==> src/hw/rtl/qat_pkg.sv <==
`timescale 1ns / 1ps
package qat_pkg;

	localparam int unsigned MAX_WORDS_LIMIT_DEF = 255;
	localparam logic [7:0] MAX_TOKENS_RST = 8'd63;

	// result kinds
	localparam logic [1:0] KIND_BYTE = 2'd0;
	localparam logic [1:0] KIND_EOW  = 2'd1;
	localparam logic [1:0] KIND_EOL  = 2'd2;

	// line status codes
	localparam logic [1:0] ST_PLAIN    = 2'd0;
	localparam logic [1:0] ST_OPEN_Q   = 2'd1;
	localparam logic [1:0] ST_ESCAPE   = 2'd2;
	localparam logic [1:0] ST_TRAIL    = 2'd3;

	// quote modes
	localparam logic [1:0] QM_NONE   = 2'd0;
	localparam logic [1:0] QM_SINGLE = 2'd1;
	localparam logic [1:0] QM_DOUBLE = 2'd2;

	// special bytes
	localparam logic [7:0] CH_NUL   = 8'h00;
	localparam logic [7:0] CH_SPACE = 8'h20;
	localparam logic [7:0] CH_DQ    = 8'h22;
	localparam logic [7:0] CH_SQ    = 8'h27;
	localparam logic [7:0] CH_BSL   = 8'h5C;

	localparam logic [2:0] ADDR_MAX_TOKENS = 3'd0;

	typedef struct packed {
		logic [1:0] kind;
		logic [7:0] data_byte;
		logic [7:0] word_index;
		logic [1:0] line_status;
		logic       last;
	} res_t;

	// up to two results per input byte
	typedef struct packed {
		logic [1:0] n;
		res_t       r0;
		res_t       r1;
	} push_t;

endpackage

==> src/hw/rtl/qat_core.sv <==
`timescale 1ns / 1ps
module qat_core #(
	parameter int unsigned MAX_WORDS_LIMIT = qat_pkg::MAX_WORDS_LIMIT_DEF
) (
	input  logic          clk,
	input  logic          arst_n,
	input  logic          valid,
	input  logic [7:0]    char_in,
	input  logic [7:0]    max_tokens,
	output qat_pkg::push_t push
);
	import qat_pkg::*;

	localparam logic [7:0] LimCap = (MAX_WORDS_LIMIT > 255) ? 8'd255 : 8'(MAX_WORDS_LIMIT);

	logic [1:0] qm_q, qm_d;
	logic       esc_q, esc_d;
	logic       esl_q, esl_d;
	logic       skip_q, skip_d;
	logic [7:0] wc_q, wc_d;
	logic       has_q, has_d;
	logic       trail_q, trail_d;
	logic       limr_q, limr_d;

	logic [7:0] lim;
	logic [7:0] wc_inc;
	logic       close;
	logic [1:0] status;
	logic [1:0] qcode;
	res_t       eol, eow, byt;

	assign lim    = (max_tokens < LimCap) ? max_tokens : LimCap;
	assign wc_inc = wc_q + 8'd1;
	assign qcode  = (char_in == CH_SQ) ? QM_SINGLE : QM_DOUBLE;

	always_comb begin
		close = !limr_q && (wc_q < lim) && (has_q || qm_q != QM_NONE);
		if (qm_q != QM_NONE) status = ST_OPEN_Q;
		else if (esc_q || esl_q) status = ST_ESCAPE;
		else if (trail_q) status = ST_TRAIL;
		else status = ST_PLAIN;
		eol = '{kind: KIND_EOL, data_byte: 8'd0, word_index: close ? wc_inc : wc_q,
			line_status: status, last: 1'b1};
		eow = '{kind: KIND_EOW, data_byte: 8'd0, word_index: wc_q,
			line_status: ST_PLAIN, last: 1'b0};
		byt = '{kind: KIND_BYTE, data_byte: char_in, word_index: wc_q,
			line_status: ST_PLAIN, last: 1'b0};
	end

	always_comb begin
		qm_d    = qm_q;
		esc_d   = esc_q;
		esl_d   = esl_q;
		skip_d  = skip_q;
		wc_d    = wc_q;
		has_d   = has_q;
		trail_d = trail_q;
		limr_d  = limr_q;
		push    = '{n: 2'd0, r0: byt, r1: eol};
		if (!valid) begin
			push.n = 2'd0;
		end else if (char_in == CH_NUL) begin
			// close pending word, report, and rearm for the next line
			push.n  = close ? 2'd2 : 2'd1;
			push.r0 = close ? eow : eol;
			qm_d    = QM_NONE;
			esc_d   = 1'b0;
			esl_d   = 1'b0;
			skip_d  = 1'b1;
			wc_d    = 8'd0;
			has_d   = 1'b0;
			trail_d = 1'b0;
			limr_d  = 1'b0;
		end else if (limr_q || wc_q >= lim) begin
			push.n = 2'd0;
		end else if (esc_q) begin
			esc_d  = 1'b0;
			esl_d  = (char_in == CH_SPACE);
			has_d  = 1'b1;
			push.n = 2'd1;
		end else begin
			esl_d = 1'b0;
			if (!(skip_q && char_in == CH_SPACE)) begin
				skip_d  = 1'b0;
				trail_d = 1'b0;
				if (char_in == CH_BSL) begin
					esc_d = 1'b1;
				end else if ((char_in == CH_DQ || char_in == CH_SQ) &&
					(qm_q == QM_NONE || qm_q == qcode)) begin
					qm_d = (qm_q == QM_NONE) ? qcode : QM_NONE;
				end else if (char_in == CH_SPACE && qm_q == QM_NONE) begin
					push.n  = 2'd1;
					push.r0 = eow;
					wc_d    = wc_inc;
					trail_d = 1'b1;
					skip_d  = 1'b1;
					has_d   = 1'b0;
					limr_d  = (wc_inc >= lim);
				end else begin
					has_d  = 1'b1;
					push.n = 2'd1;
				end
			end
		end
	end

	always_ff @(posedge clk or negedge arst_n) begin
		if (!arst_n) begin
			qm_q    <= QM_NONE;
			esc_q   <= 1'b0;
			esl_q   <= 1'b0;
			skip_q  <= 1'b1;
			wc_q    <= 8'd0;
			has_q   <= 1'b0;
			trail_q <= 1'b0;
			limr_q  <= 1'b0;
		end else begin
			qm_q    <= qm_d;
			esc_q   <= esc_d;
			esl_q   <= esl_d;
			skip_q  <= skip_d;
			wc_q    <= wc_d;
			has_q   <= has_d;
			trail_q <= trail_d;
			limr_q  <= limr_d;
		end
	end

endmodule

==> src/hw/rtl/qat_fifo.sv <==
`timescale 1ns / 1ps
module qat_fifo (
	input  logic           clk,
	input  logic           arst_n,
	input  qat_pkg::push_t push,
	output logic           room2,
	output logic           out_valid,
	input  logic           out_ready,
	output qat_pkg::res_t  out_res
);
	import qat_pkg::*;

	localparam int Depth = 4;
	localparam int Aw = $clog2(Depth);

	res_t          mem [Depth];
	logic [Aw-1:0] wr_q, rd_q;
	logic [Aw:0]   cnt_q;
	logic          pop;
	logic [Aw:0]   n_ext;

	assign pop       = out_valid && out_ready;
	assign out_valid = (cnt_q != '0);
	assign out_res   = mem[rd_q];
	assign room2     = (cnt_q <= (Aw+1)'(Depth - 2));
	assign n_ext     = (Aw+1)'(push.n);

	always_ff @(posedge clk) begin
		if (push.n != 2'd0) mem[wr_q] <= push.r0;
		if (push.n == 2'd2) mem[wr_q + Aw'(1)] <= push.r1;
	end

	always_ff @(posedge clk or negedge arst_n) begin
		if (!arst_n) begin
			wr_q  <= '0;
			rd_q  <= '0;
			cnt_q <= '0;
		end else begin
			wr_q  <= wr_q + Aw'(push.n);
			if (pop) rd_q <= rd_q + Aw'(1);
			cnt_q <= cnt_q + n_ext - (Aw+1)'(pop);
		end
	end

endmodule

==> src/hw/rtl/quoted_argument_tokenizer.sv <==
`timescale 1ns / 1ps
// Quoted argument tokenizer: splits a byte stream into shell-style words.
//
// Input stream (s_*): one byte of a line per word; a zero byte ends the line.
// Output stream (m_*): kept bytes tagged with their word index, an end-of-word
// marker per word, and one end-of-line word carrying the word count and a
// status (plain, open quote, dangling escape, trailing delimiter); m_tlast
// marks that end-of-line word.
// APB port: register 0 (address 0x0) is max_tokens, words accepted per line.
//
// Path: an accepted byte sits in the input register, then is processed by
// the core and queued in the output queue, which drives m_*.
// Throughput: one byte per cycle while the queue has room; each byte gives at
// most one result except the line terminator, which may give two (end of
// word and end of line). A four-entry output queue takes them; the input
// register advances only when the queue holds two or fewer, so a stalled
// receiver backs up into s_tready and nothing is lost. Even with m_tready held
// high, two-result terminators can fill the queue to three and stall the input.
// Reset: max_tokens returns to 63, the line state to line start, and the
// queue empties.
module quoted_argument_tokenizer #(
	parameter int unsigned MAX_WORDS_LIMIT = qat_pkg::MAX_WORDS_LIMIT_DEF
) (
	input  logic        clk,
	input  logic        arst_n,
	// slave stream
	input  logic        s_tvalid,
	output logic        s_tready,
	input  logic [7:0]  s_tdata,   // [7:0] char_in
	// master stream
	output logic        m_tvalid,
	input  logic        m_tready,
	output logic [23:0] m_tdata,   // [7:0] data_byte, [15:8] word_index, [17:16] line_status
	output logic [1:0]  m_tuser,   // [1:0] kind
	output logic        m_tlast,
	// APB config
	input  logic        psel,
	input  logic        penable,
	input  logic        pwrite,
	input  logic [2:0]  paddr,
	input  logic [31:0] pwdata,
	output logic [31:0] prdata,
	output logic        pready
);
	import qat_pkg::*;

	logic [7:0] max_tokens_q;
	logic       v_s1;
	logic [7:0] char_s1;
	logic       fire;
	logic       room2;
	push_t      push;
	res_t       res;

	// config register; pready tied high, so writes land in the access phase
	assign pready = 1'b1;
	assign prdata = (paddr == ADDR_MAX_TOKENS) ? {24'd0, max_tokens_q} : 32'd0;

	always_ff @(posedge clk or negedge arst_n) begin
		if (!arst_n) begin
			max_tokens_q <= MAX_TOKENS_RST;
		end else if (psel && penable && pwrite && pready && paddr == ADDR_MAX_TOKENS) begin
			max_tokens_q <= pwdata[7:0];
		end
	end

	// input register: drains into the core whenever the queue can take two
	assign fire     = v_s1 && room2;
	assign s_tready = !v_s1 || fire;

	always_ff @(posedge clk or negedge arst_n) begin
		if (!arst_n) begin
			v_s1 <= 1'b0;
		end else if (s_tready) begin
			v_s1 <= s_tvalid;
		end
	end

	always_ff @(posedge clk) begin
		if (s_tready && s_tvalid) char_s1 <= s_tdata;
	end

	qat_core #(
		.MAX_WORDS_LIMIT(MAX_WORDS_LIMIT)
	) u_core (
		.clk       (clk),
		.arst_n    (arst_n),
		.valid     (fire),
		.char_in   (char_s1),
		.max_tokens(max_tokens_q),
		.push      (push)
	);

	qat_fifo u_fifo (
		.clk      (clk),
		.arst_n   (arst_n),
		.push     (push),
		.room2    (room2),
		.out_valid(m_tvalid),
		.out_ready(m_tready),
		.out_res  (res)
	);

	assign m_tdata = {6'd0, res.line_status, res.word_index, res.data_byte};
	assign m_tuser = res.kind;
	assign m_tlast = res.last;

endmodule

==> config.mk <==
export PLATFORM = sky130hd
export DESIGN_NAME = quoted_argument_tokenizer
export DESIGN_NICKNAME = d
export VERILOG_FILES = /design/src/hw/rtl/qat_pkg.sv /design/src/hw/rtl/qat_core.sv /design/src/hw/rtl/qat_fifo.sv /design/src/hw/rtl/quoted_argument_tokenizer.sv
export SDC_FILE = /design/constraint.sdc
export NUM_CORES = 1
export LEC_CHECK = 0
export BUFFER_PORTS_ARGS = -buffer_cell sky130_fd_sc_hd__buf_2
export CAP_MARGIN = 20
export CELL_PAD_IN_SITES_DETAIL_PLACEMENT = 1
export CELL_PAD_IN_SITES_GLOBAL_PLACEMENT = 1
export CORE_MARGIN = 3
export CORE_UTILIZATION = 40
export DETAILED_ROUTE_END_ITERATION = 12
export PLACE_DENSITY_LB_ADDON = 0.1
export SYNTH_ARGS = -nofsm -noshare
export SYNTH_HDL_FRONTEND = slang
export SYNTH_SLANG_ARGS = --single-unit
==> constraint.sdc <==
create_clock -name clk -period 3.2 [get_ports clk]
set_input_delay 0.64 -clock clk [delete_from_list [all_inputs] [get_ports clk]]
set_output_delay 0.64 -clock clk [all_outputs]
set_load 0.01 [all_outputs]
==> reports/results.tsv, run 1 <==
stage	metric	value	unit
outcome	status	completed	
power	ir_drop	384.9	uV
drt	wl_met2	10040	microns
logic_synthesis	synth_xor_area_share	1.406	%
power	pwr_density_cell	857.8	nW/um^2
logic_synthesis	synth_seq_cells	120	
finish	syn_to_final_growth	20.64	%
finish	layout-drive-gt1-share	27.24	%
die	die_w	136.9	microns
placed_design	gp_congestion	0.8578	
finish	final_area	8265	sq um
logic_synthesis	avgSynthCellArea	9.788	sq um
setup_path	slowest_stage	edfxtp_1	
logic_synthesis	synth_compound_area_share	16.54	%
sta	final_max_slew_viol_count	0	
die	die-area	18730	sq um
sta	period_share	95.56	%
power	totalPowerFinal	7.090	mW
logic_synthesis	synth_edf_count	48	
placed_design	place_inst	985	
setup_path	setup.worst_path.start_class	register	
hold_path	hold_class	input pin to asynchronous set/reset pin	
drt	wl_met1	9673	microns
sta	final.setup_skew	7.365	ps
setup_path	worstPathArrival	3360	ps
die	coreArea	16700	sq um
global_routing	grt_pass1_vias	5925	
placed_design	dpl_cell_area	7556	sq um
global_routing	grt-ovfl-total	0	
setup_path	r2r-start	char_s1[7]	
setup_path	worstSetupPathType	register to register	
run	cap_violations	0	
global_routing	grt_pass1_wl	32840	microns
sta	setup_slack	141.9	ps
die	start_util	41.02	%
logic_synthesis	syn_area	6852	sq um
drt	firstDrtPassIters	4	
drt	wl_met3	1029	microns
setup_path	max_stage_delay	500	ps
logic_synthesis	synth_top_family_by_area	simple AND/OR/NAND/NOR gates	
setup_path	cpMostUsedCell	inv_1	
logic_synthesis	yosys.area_share.adder	4.273	%
sta	slew_headroom	43.43	%
logic_synthesis	yosysUniqueCellTypes	63	
clock_tree	cts_tree	built	
die	die_h	136.9	microns
clock_tree	cts-buffers-inserted	17	
global_routing	grt.total_usage	23.16	%
logic_synthesis	yosysTopAreaCell	edfxtp_1	
logic_synthesis	yosysSeqAreaShare	44.54	%
finish	nets	863	
sta	worstMarginPinSlew	839.7	ps
setup_path	reg2reg_to	u_fifo.cnt_q[2]	
drt	dr.first_iter.drc_count	474	
clock_tree	cts-root-buf	clkbuf_16	
logic_synthesis	async_reset_ff_share	26.67	%
drt	vias	5748	
drt	routedWlPerCell	20.65	microns
sta	fin_crit	3058	ps
logic_synthesis	yosys_warnings	0	
sta	max_freq	327.0	MHz
power	power.leakage	3.282	nW
global_routing	grt_max_degree	44	
clock_tree	h-tree-depth	4	
drt	antenna_left	0	
sta	setup_viol	0	
clock_tree	cts_num_sinks	120	
drt	wl	21150	microns
logic_synthesis	synthSimpleGateAreaFrac	16.80	%
setup_path	end_kind	register	
logic_synthesis	yosys-top-cells-area	edfxtp_1 (21%), dfxtp_1 (12%), dfrtp_1 (9.1%), mux4_2 (6.6%), o21ai_0 (4.6%)	
clock_tree	hold_buffers	0	
placed_design	dpl.hpwl	14940	microns
die	io_pins	112	
sta	finalHoldViolCount	0	
drt	drc	0	
setup_path	worst-r2r-cell-count	13	
logic_synthesis	synth_mux_area_share	8.072	%
placed_design	io_buffers	56	
clock_tree	clock_latency	420	ps
finish	layout.cells.non_filler	1024	
drt	vias_per_cell	5.613	
global_routing	antenna_found_initial	0	
clock_tree	clk_path_buf_depth	2	
placed_design	dp_slack	31.72	ps
setup_path	r2r_slack	140	ps
setup_path	crit_path_max_fanout	5	
setup_path	crit_chain	nor4b_4 > o2111ai_2 > a311oi_2 > a211o_2 > a21oi_4 > inv_1 > ha_1 > inv_1 > ha_1 > inv_1 > fa_1 > xor2_1 > xnor2_1	
logic_synthesis	synthCells	700	
logic_synthesis	synth_top_flop_cell	edfxtp_1	
clock_tree	clkTransAtPathRegs	60	ps
die	num_rows	47	
setup_path	required	3500	ps
finish	n_antenna_cell	0	
drt	maxUsedRoutingLayer	met4	
logic_synthesis	synth_top_cell_area_share	21.04	%
synthesized netlist by cell type, drive strengths merged, types with 2 or more instances:
cell and number:
conb 2, inv 32, or4 2, clkbuf 26, nand2b 6, o21ai 68
and3 5, o211ai 8, dfrtp 25, mux4 20, a22o 4, and2 14
xnor2 8, o31ai 4, or2 2, nand2 67, buf 52, a21oi 62
a32o 3, o2bb2ai 2, nor2b 5, o22ai 4, xor2 3, nand4 5
nand3 48, a22oi 8, dfxtp 40, a2111oi 2, and4 2, ha 21
a31oi 15, dfstp 7, nor3 19, mux2 2, or3 4, nor2 22
mux2i 8, nor4 10, a21o 3, edfxtp 48
worst max-delay path, delay by kind of cell (launching register included):
kind / cells / cell delay (ps)
DFF: 1 / 500
xor gates and xnor gates: 2 / 300
and+or+nand+nor: 1 / 440
adders and majority gates: 3 / 720
buffers and inverters: 3 / 150
AOI/OAI and AO/OA: 4 / 840
what timing repair did:
| action | in CTS | in global routing |
|---|---|---|
| buffers inserted | 0 | 7 |
| resized for setup | 0 | 13 |
| endpoints found under the setup margin | 0 | 2 |
final cells by class:
cell class              instances  area (sq um)
fillers                      1912          8436
multi-input cells             498          3481
flip-flops and latches        120          3052
repair buffers                121         768.2
clock buffers                  20         480.5
well taps                     220         275.3
inverters                      33         123.9
clock inverters                12         85.08
kinds of logic after synthesis:
group	Yosys count
AOI/OAI and AO/OA	189
xor gates and xnor gates	11
adders and majority gates	23
buffers and inverters	111
DFF	120
muxes	30
other	2
and+or+nand+nor	214
registers in the layout, indices dropped and copies added, names as in the netlist, 2 cells and up:
name,count
char_s1,8
max_tokens_q,8
u_core.qm_q,2
u_core.wc_q,8
u_fifo.cnt_q,3
u_fifo.mem,80
u_fifo.rd_q,2
u_fifo.wr_q,2
per-stage QoR:
stage	util [%]	setup TNS (ps)	hold WS [ps]
5_1_grt	49.49	-17.07	332.4
4_1_cts	48.63	0	314.1
2_1_floorplan	-	0	344.4
6_report	49.49	0	294.5
3_5_place_dp	45.24	0	459.5
3_3_place_gp	45.24	0	448.7
worst max path at each step:
stage | from | end | depth (start not counted)
detailed placement | max_tokens_q[5] | u_fifo.cnt_q[2] | 15
global route | char_s1[5] | u_fifo.cnt_q[2] | 13
finish | char_s1[7] | u_fifo.cnt_q[2] | 13
floorplan | max_tokens_q[0] | u_fifo.cnt_q[2] | 16
CTS | max_tokens_q[5] | u_fifo.cnt_q[2] | 15
global placement | max_tokens_q[5] | u_fifo.cnt_q[2] | 15
power by group:
part | leakage, nW | switching, mW | internal (mW)
clock network | 0.286 | 0.747 | 1.09
logic | 1.82 | 1.71 | 1.17
registers | 1.18 | 0.300 | 2.07
total | 3.28 | 2.76 | 4.33
placed cells by master (no fill, tap or decap), drive strengths merged, types with 10 or more instances in the layout:
master  synthesis  layout
mux4           20      20
dfxtp          40      40
conb            2      31
clkbuf         26      20
and2           14      14
nor3           19      19
dfrtp          25      25
ha             21      21
nor4           10      10
o21ai          68      68
a31oi          15      15
nand3          48      48
inv            32      39
nand2          67      67
nor2           22      22
edfxtp         48      48
a21oi          62      62
buf            52     121
metal layers:
metal  vias to the layer above  GRT usage (%)
met5                         -              0
met4                         0          8.093
met3                        33          4.596
met2                       171          36.01
met1                      2854          32.35
li1                       2690              -
Note: power is estimated with default switching activity, not from simulation.
==> inputs of run 2 (changes only) <==
--- a/config.mk
+++ b/config.mk
@@ -10,7 +10,7 @@
 export CELL_PAD_IN_SITES_DETAIL_PLACEMENT = 1
 export CELL_PAD_IN_SITES_GLOBAL_PLACEMENT = 1
 export CORE_MARGIN = 3
-export CORE_UTILIZATION = 40
+export CORE_UTILIZATION = 47
 export DETAILED_ROUTE_END_ITERATION = 12
 export PLACE_DENSITY_LB_ADDON = 0.1
 export SYNTH_ARGS = -nofsm -noshare
==> constraint.sdc (replaced) <==
create_clock -name clk -period 3.6 [get_ports clk]
set_input_delay 0.72 -clock clk [delete_from_list [all_inputs] [get_ports clk]]
set_output_delay 0.72 -clock clk [all_outputs]
set_load 0.01 [all_outputs]
==> reports/results.tsv, run 2 (synthesized netlist as in run 1, its figures left out) <==
stage	metric	value	unit	change
finish	layout_common_cells	nand2_1 (67), o21ai_0 (63), a21oi_1 (60)		was nand2_1 (67), buf_4 (65), o21ai_0 (62)
finish	syn_to_final_growth	15.91	%	was 20.64%
sta	fin_crit	3301	ps	was 3058 ps
sta	slew_headroom	47.04	%	was 43.43%
finish	nets	835		was 863
finish	n_antenna_cell	0		unchanged
drt	vias_per_cell	6.071		was 5.613
sta	worstMarginPinSlew	786.1	ps	was 839.7 ps
setup_path	worstPathArrival	3610	ps	was 3360 ps
power	seqPwrFrac	33.8	%	was 33.4%
drt	routedWlPerCell	21.83	microns	was 20.65 microns
sta	setup_viol	0		unchanged
power	internal_power	3.931	mW	was 4.330 mW
sta	period_share	91.69	%	was 95.56%
setup_path	required	3910	ps	was 3500 ps
power	clockPowerShare	27.7	%	was 25.9%
hold_path	hold_class	input pin to asynchronous set/reset pin		unchanged
placed_design	dpl.hpwl	14450	microns	was 14,940 microns
setup_path	slowest_stage	edfxtp_1		unchanged
power	p_sw	2.384	mW	was 2.761 mW
die	num_rows	43		was 47
setup_path	cpMostUsedCell	inv_1		unchanged
finish	layout-drive-gt1-share	22.29	%	was 27.24%
sta	final_max_slew_viol_count	0		unchanged
clock_tree	cts-root-buf	clkbuf_16		unchanged
finish	final_area	7941	sq um	was 8265 sq um
die	die_h	126.7	microns	was 136.9 microns
clock_tree	clock_latency	430	ps	was 420 ps
placed_design	dp_slack	180.8	ps	was 31.72 ps
run	cap_violations	0		unchanged
power	pwr-share-comb	38.5	%	was 40.6%
global_routing	grt-ovfl-total	0		unchanged
power	ir_drop	475.6	uV	was 384.9 uV
die	start_util	48.61	%	was 41.02%
die	coreArea	14100	sq um	was 16,700 sq um
placed_design	gp_congestion	0.8804		was 0.8578
global_routing	grt_max_degree	44		unchanged
drt	dr.first_iter.drc_count	454		was 474
clock_tree	clk_path_buf_depth	2		unchanged
finish	final_common_cell	nand2_1		unchanged
sta	max_freq	302.9	MHz	was 327.0 MHz
placed_design	io_buffers	56		unchanged
finish	largest_reg_flops	80		unchanged
clock_tree	cts-buffers-inserted	17		unchanged
finish	top_register	u_fifo.mem		unchanged
power	pwr_density_cell	795.2	nW/um^2	was 857.8 nW/um^2
clock_tree	h-tree-depth	4		unchanged
setup_path	crit_chain	nor4b_4 > o2111ai_1 > a311oi_4 > a211o_2 > a21oi_2 > inv_1 > ha_1 > inv_1 > ha_1 > inv_1 > fa_1 > xor2_1 > xnor2_1		was nor4b_4 > o2111ai_2 > a311oi_2 > a211o_2 > a21oi_4 > inv_1 > ha_1 > inv_1 > ha_1 > inv_1 > fa_1 > xor2_1 > xnor2_1
setup_path	r2r_slack	300	ps	was 140 ps
sta	setup_tns	0	ps	unchanged
sta	finalHoldViolCount	0		unchanged
setup_path	reg2reg_to	u_fifo.cnt_q[2]		unchanged
drt	wl	20870	microns	was 21,150 microns
power	power.leakage	3.140	nW	was 3.282 nW
setup_path	crit_path_max_fanout	7		was 5
placed_design	dpl_cell_area	7322	sq um	was 7556 sq um
setup_path	max_stage_delay	540	ps	was 500 ps
clock_tree	hold_buffers	0		unchanged
power	p_sw_share	37.75	%	was 38.93%
finish	register_area	3052	sq um	unchanged
setup_path	worstSetupPathType	register to register		unchanged
sta	rsz0062_at_grt	no		
setup_path	worst-r2r-cell-count	13		unchanged
global_routing	grt_pass1_vias	6055		was 5,925
drt	drc	0		unchanged
global_routing	grt.total_usage	26.76	%	was 23.16%
clock_tree	cts_num_sinks	120		unchanged
drt	vias	5804		was 5,748
sta	setup_slack	299.1	ps	was 141.9 ps
finish	multi_input_area	3378	sq um	was 3481 sq um
outcome	status	completed		unchanged
setup_path	setup.worst_path.end	u_fifo.cnt_q[2]		unchanged
clock_tree	cts_tree	built		unchanged
setup_path	r2r-start	char_s1[6]		was char_s1[7]
die	io_pins	112		unchanged
setup_path	end_kind	register		unchanged
setup_path	critPathLaunch	char_s1[6]		was char_s1[7]
drt	firstDrtPassIters	5		was 4
finish	n_fill_cell	1585		was 1,912
setup_path	setup.worst_path.start_class	register		unchanged
clock_tree	clkTransAtPathRegs	50	ps	was 60 ps
drt	antenna_left	0		unchanged
global_routing	antenna_found_initial	0		unchanged
die	die-area	16060	sq um	was 18,730 sq um
die	die_w	126.7	microns	was 136.9 microns
sta	final.setup_skew	11.47	ps	was 7.365 ps
global_routing	grt_pass1_wl	33240	microns	was 32,840 microns
run 2: area by class of cell:
type / count / area share (%)
timing repair buffer: 93 / 7.027
sequential: 120 / 38.43
clock buffer: 25 / 6.523
tap: 180 / 2.836
multi-input combinational: 498 / 42.54
clock inverter: 7 / 1.087
inverter: 33 / 1.560
run 2: per-layer routing:
layer / vias up / part of all wire (%) / global-route usage, %
li1: 2627 / - / -
met1: 2905 / 42 / 34.11
met2: 229 / 49 / 44.12
met3: 43 / 7.0 / 6.442
met4: 0 / 2.5 / 10.35
met5: - / 0 / 0
run 2: what timing repair did:
item / CTS / global route
gates resized for setup: 0 / 2
buffers inserted: 0 / 0
endpoints found under the setup margin: 0 / 1
run 2: power by group through the flow:
stage / combinational [mW] / sequential [mW] / clock, mW
5_1_grt: 2.65 / 2.18 / 1.83
4_1_cts: 2.43 / 2.13 / 1.77
3_3_place_gp: 2.32 / 2.12 / 0
6_report: 2.43 / 2.14 / 1.75
2_1_floorplan: 1.72 / 2.00 / 0
3_5_place_dp: 2.40 / 2.16 / 0
run 2: critical path, delay by kind of cell, from the launching register on:
family | cells | cell delay, ps
AO/OA/AOI/OAI | 4 | 1000
XOR/XNOR | 2 | 290
flip-flops | 1 | 540
AND/OR/NAND/NOR | 1 | 470
adder cells (fa/ha/maj) | 3 | 700
buffers and inverters | 3 | 170
run 2: stage by stage:
stage	hold slack [ps]	util, %	total power, mW	std cells
after floorplan	424.4	-	3.720	729
after global placement	449.4	51.94	4.438	924
after detailed placement	461.9	51.94	4.556	924
after CTS	390.0	56.23	6.329	956
after global routing	394.9	56.34	6.660	956
final	367.4	56.34	6.315	956
run 2: worst min-delay path by stage:
stage,end,slack [ps],cells after the start
floorplan,max_tokens_q[6],420,0
global placement,u_fifo.mem[1][16],450,1
detailed placement,u_fifo.mem[1][16],460,1
CTS,u_core.qm_q[0],390,1
global route,u_core.qm_q[0],390,1
finish,v_s1,370,1
==> inputs of run 3 (changes only) <==
--- a/config.mk
+++ b/config.mk
@@ -9,7 +9,7 @@
 export CAP_MARGIN = 20
 export CELL_PAD_IN_SITES_DETAIL_PLACEMENT = 1
 export CELL_PAD_IN_SITES_GLOBAL_PLACEMENT = 1
-export CORE_MARGIN = 3
+export CORE_MARGIN = 4
 export CORE_UTILIZATION = 47
 export DETAILED_ROUTE_END_ITERATION = 12
 export PLACE_DENSITY_LB_ADDON = 0.1
==> reports/results.tsv, run 3 (synthesized netlist as in run 1, its figures left out) <==
stage	metric	value	unit	change
setup_path	r2r-start	char_s1[6]		unchanged
sta	slew_headroom	43.94	%	was 47.04%
clock_tree	h-tree-depth	4		unchanged
clock_tree	clkTransAtPathRegs	60	ps	was 50 ps
sta	rsz0062_at_grt	no		unchanged
placed_design	gp_congestion	0.8508		was 0.8804
finish	layout.cells.non_filler	955		was 956
finish	layout-drive-gt1-share	22.32	%	was 22.29%
die	num_rows	43		unchanged
setup_path	max_stage_delay	550	ps	was 540 ps
die	io_pins	112		unchanged
clock_tree	cts-buffers-inserted	17		unchanged
outcome	status	completed		unchanged
global_routing	grt_pass1_wl	33170	microns	was 33,240 microns
sta	timing.hold.ws	375.4	ps	was 367.4 ps
die	die_h	128.7	microns	was 126.7 microns
placed_design	io_buffers	56		unchanged
sta	period_share	94.61	%	was 91.69%
finish	layout_common_cells	nand2_1 (67), o21ai_0 (63), a21oi_1 (60)		unchanged
sta	setup_viol	0		unchanged
finish	n_antenna_cell	0		unchanged
die	die_w	128.7	microns	was 126.7 microns
finish	top_register	u_fifo.mem		unchanged
drt	vias	5717		was 5,804
drt	drc	0		unchanged
drt	routedWlPerCell	21.77	microns	was 21.83 microns
run	cap_violations	0		unchanged
drt	vias_per_cell	5.986		was 6.071
drt	wl_met2	10120	microns	was 10,160 microns
die	die-area	16570	sq um	was 16,060 sq um
clock_tree	post_cts_buffers	0		unchanged
power	pwr_density_cell	798.6	nW/um^2	was 795.2 nW/um^2
drt	dr.first_iter.drc_count	371		was 454
clock_tree	hold_buffers	0		unchanged
setup_path	setup.worst_path.start_class	register		unchanged
drt	antenna_left	0		unchanged
setup_path	cpMostUsedCell	inv_1		unchanged
sta	finalHoldViolCount	0		unchanged
clock_tree	cts-root-buf	clkbuf_16		unchanged
drt	firstDrtPassIters	5		unchanged
placed_design	dpl.hpwl	14140	microns	was 14,450 microns
drt	wl_met1	9015	microns	was 8732 microns
setup_path	crit_path_max_fanout	7		unchanged
setup_path	end_kind	register		unchanged
drt	wl_met3	1363	microns	was 1460 microns
finish	register_area	3052	sq um	unchanged
finish	n_fill_cell	1597		was 1,585
power	ir_drop	491.6	uV	was 475.6 uV
sta	final_max_slew_viol_count	0		unchanged
hold_path	hold_class	input pin to asynchronous set/reset pin		unchanged
finish	multi_input_area	3378	sq um	unchanged
finish	nets	834		was 835
global_routing	grt_max_degree	44		unchanged
finish	final_common_cell	nand2_1		unchanged
setup_path	worstPathArrival	3710	ps	was 3610 ps
setup_path	worstSetupPathType	register to register		unchanged
clock_tree	cts_tree	built		unchanged
die	start_util	48.61	%	unchanged
sta	fin_crit	3406	ps	was 3301 ps
global_routing	grt-ovfl-total	0		unchanged
global_routing	antenna_found_initial	0		unchanged
setup_path	critPathLaunch	char_s1[6]		unchanged
sta	worstMarginPinSlew	832.1	ps	was 786.1 ps
power	power.leakage	3.152	nW	was 3.140 nW
setup_path	crit_chain	nor4_1 > and2_2 > o21ai_2 > a211o_2 > a21oi_2 > inv_1 > ha_1 > inv_1 > ha_1 > inv_1 > fa_1 > xor2_1 > xnor2_1		was nor4b_4 > o2111ai_1 > a311oi_4 > a211o_2 > a21oi_2 > inv_1 > ha_1 > inv_1 > ha_1 > inv_1 > fa_1 > xor2_1 > xnor2_1
setup_path	slowest_stage	edfxtp_1		unchanged
drt	wl	20790	microns	was 20,870 microns
drt	maxUsedRoutingLayer	met4		unchanged
finish	syn_to_final_growth	16.14	%	was 15.91%
sta	final.setup_skew	12.03	ps	was 11.47 ps
clock_tree	cts_num_sinks	120		unchanged
placed_design	place_inst	923		was 924
clock_tree	clk_path_buf_depth	2		unchanged
die	coreArea	14100	sq um	unchanged
setup_path	required	3900	ps	was 3910 ps
global_routing	grt_pass1_vias	6064		was 6,055
global_routing	grt.total_usage	26.02	%	was 26.76%
finish	largest_reg_flops	80		unchanged
sta	max_freq	293.6	MHz	was 302.9 MHz
sta	setup_tns	0	ps	unchanged
clock_tree	clock_latency	420	ps	was 430 ps
power	totalPowerFinal	6.355	mW	was 6.315 mW
run 3: path summary, 6_finish.rpt:
kind / slack, ps / depth (start not counted) / endpoint
worst min-delay path: 380 / 1 / u_core.qm_q[1]
worst max-delay path: 190 / 13 / u_fifo.cnt_q[2]
worst max register to register: 190 / 13 / u_fifo.cnt_q[2]
max in group asynchronous: 2730 / 1 / u_fifo.rd_q[1]
worst min register to register: 480 / 1 / u_fifo.mem[0][16]
min in group clk: 470 / 1 / char_s1[4]
run 3: layout make-up:
type,instances,share of cell area [%]
repair buffers,92,6.918
well taps,180,2.830
clock inverters,4,0.5818
flip-flops and latches,120,38.35
clock buffers,28,7.311
inverters,33,1.557
multi-input cells,498,42.45
run 3: timing repair:
action / 4_1_cts / 5_1_grt
endpoints found under the setup margin: 0 / 1
hold endpoints to repair: 0 / 0
gates resized for setup: 0 / 2
run 3: report_power, final:
group | leakage, nW | internal [mW] | switching (mW)
sequential | 1.18 | 1.84 | 0.277
combinational | 1.66 | 0.951 | 1.50
clock | 0.311 | 1.17 | 0.618
run 3: worst max-delay path: cells and delay by family, from the launching register on:
family / cells / cell delay [ps]
adder cells (fa/ha/maj): 3 / 780
AND/OR/NAND/NOR: 2 / 760
AO/OA/AOI/OAI: 3 / 710
flip-flops: 1 / 550
XOR/XNOR: 2 / 280
buffers and inverters: 3 / 180
run 3: per-stage QoR:
step / utilization [%] / setup WS (ps) / instance area, sq um
after floorplan: - / 166.3 / 6960
after global placement: 51.89 / 242.4 / 7315
after detailed placement: 51.89 / 169.0 / 7315
after CTS: 56.35 / 137.9 / 7943
after global routing: 56.45 / 65.81 / 7958
final: 56.45 / 194.0 / 7958
run 3: metal layers:
| layer | up-vias | track usage (%) |
|---|---|---|
| li1 | 2631 | - |
| met5 | - | 0 |
| met1 | 2844 | 33.40 |
| met3 | 30 | 5.770 |
| met2 | 212 | 43.84 |
| met4 | 0 | 8.400 |
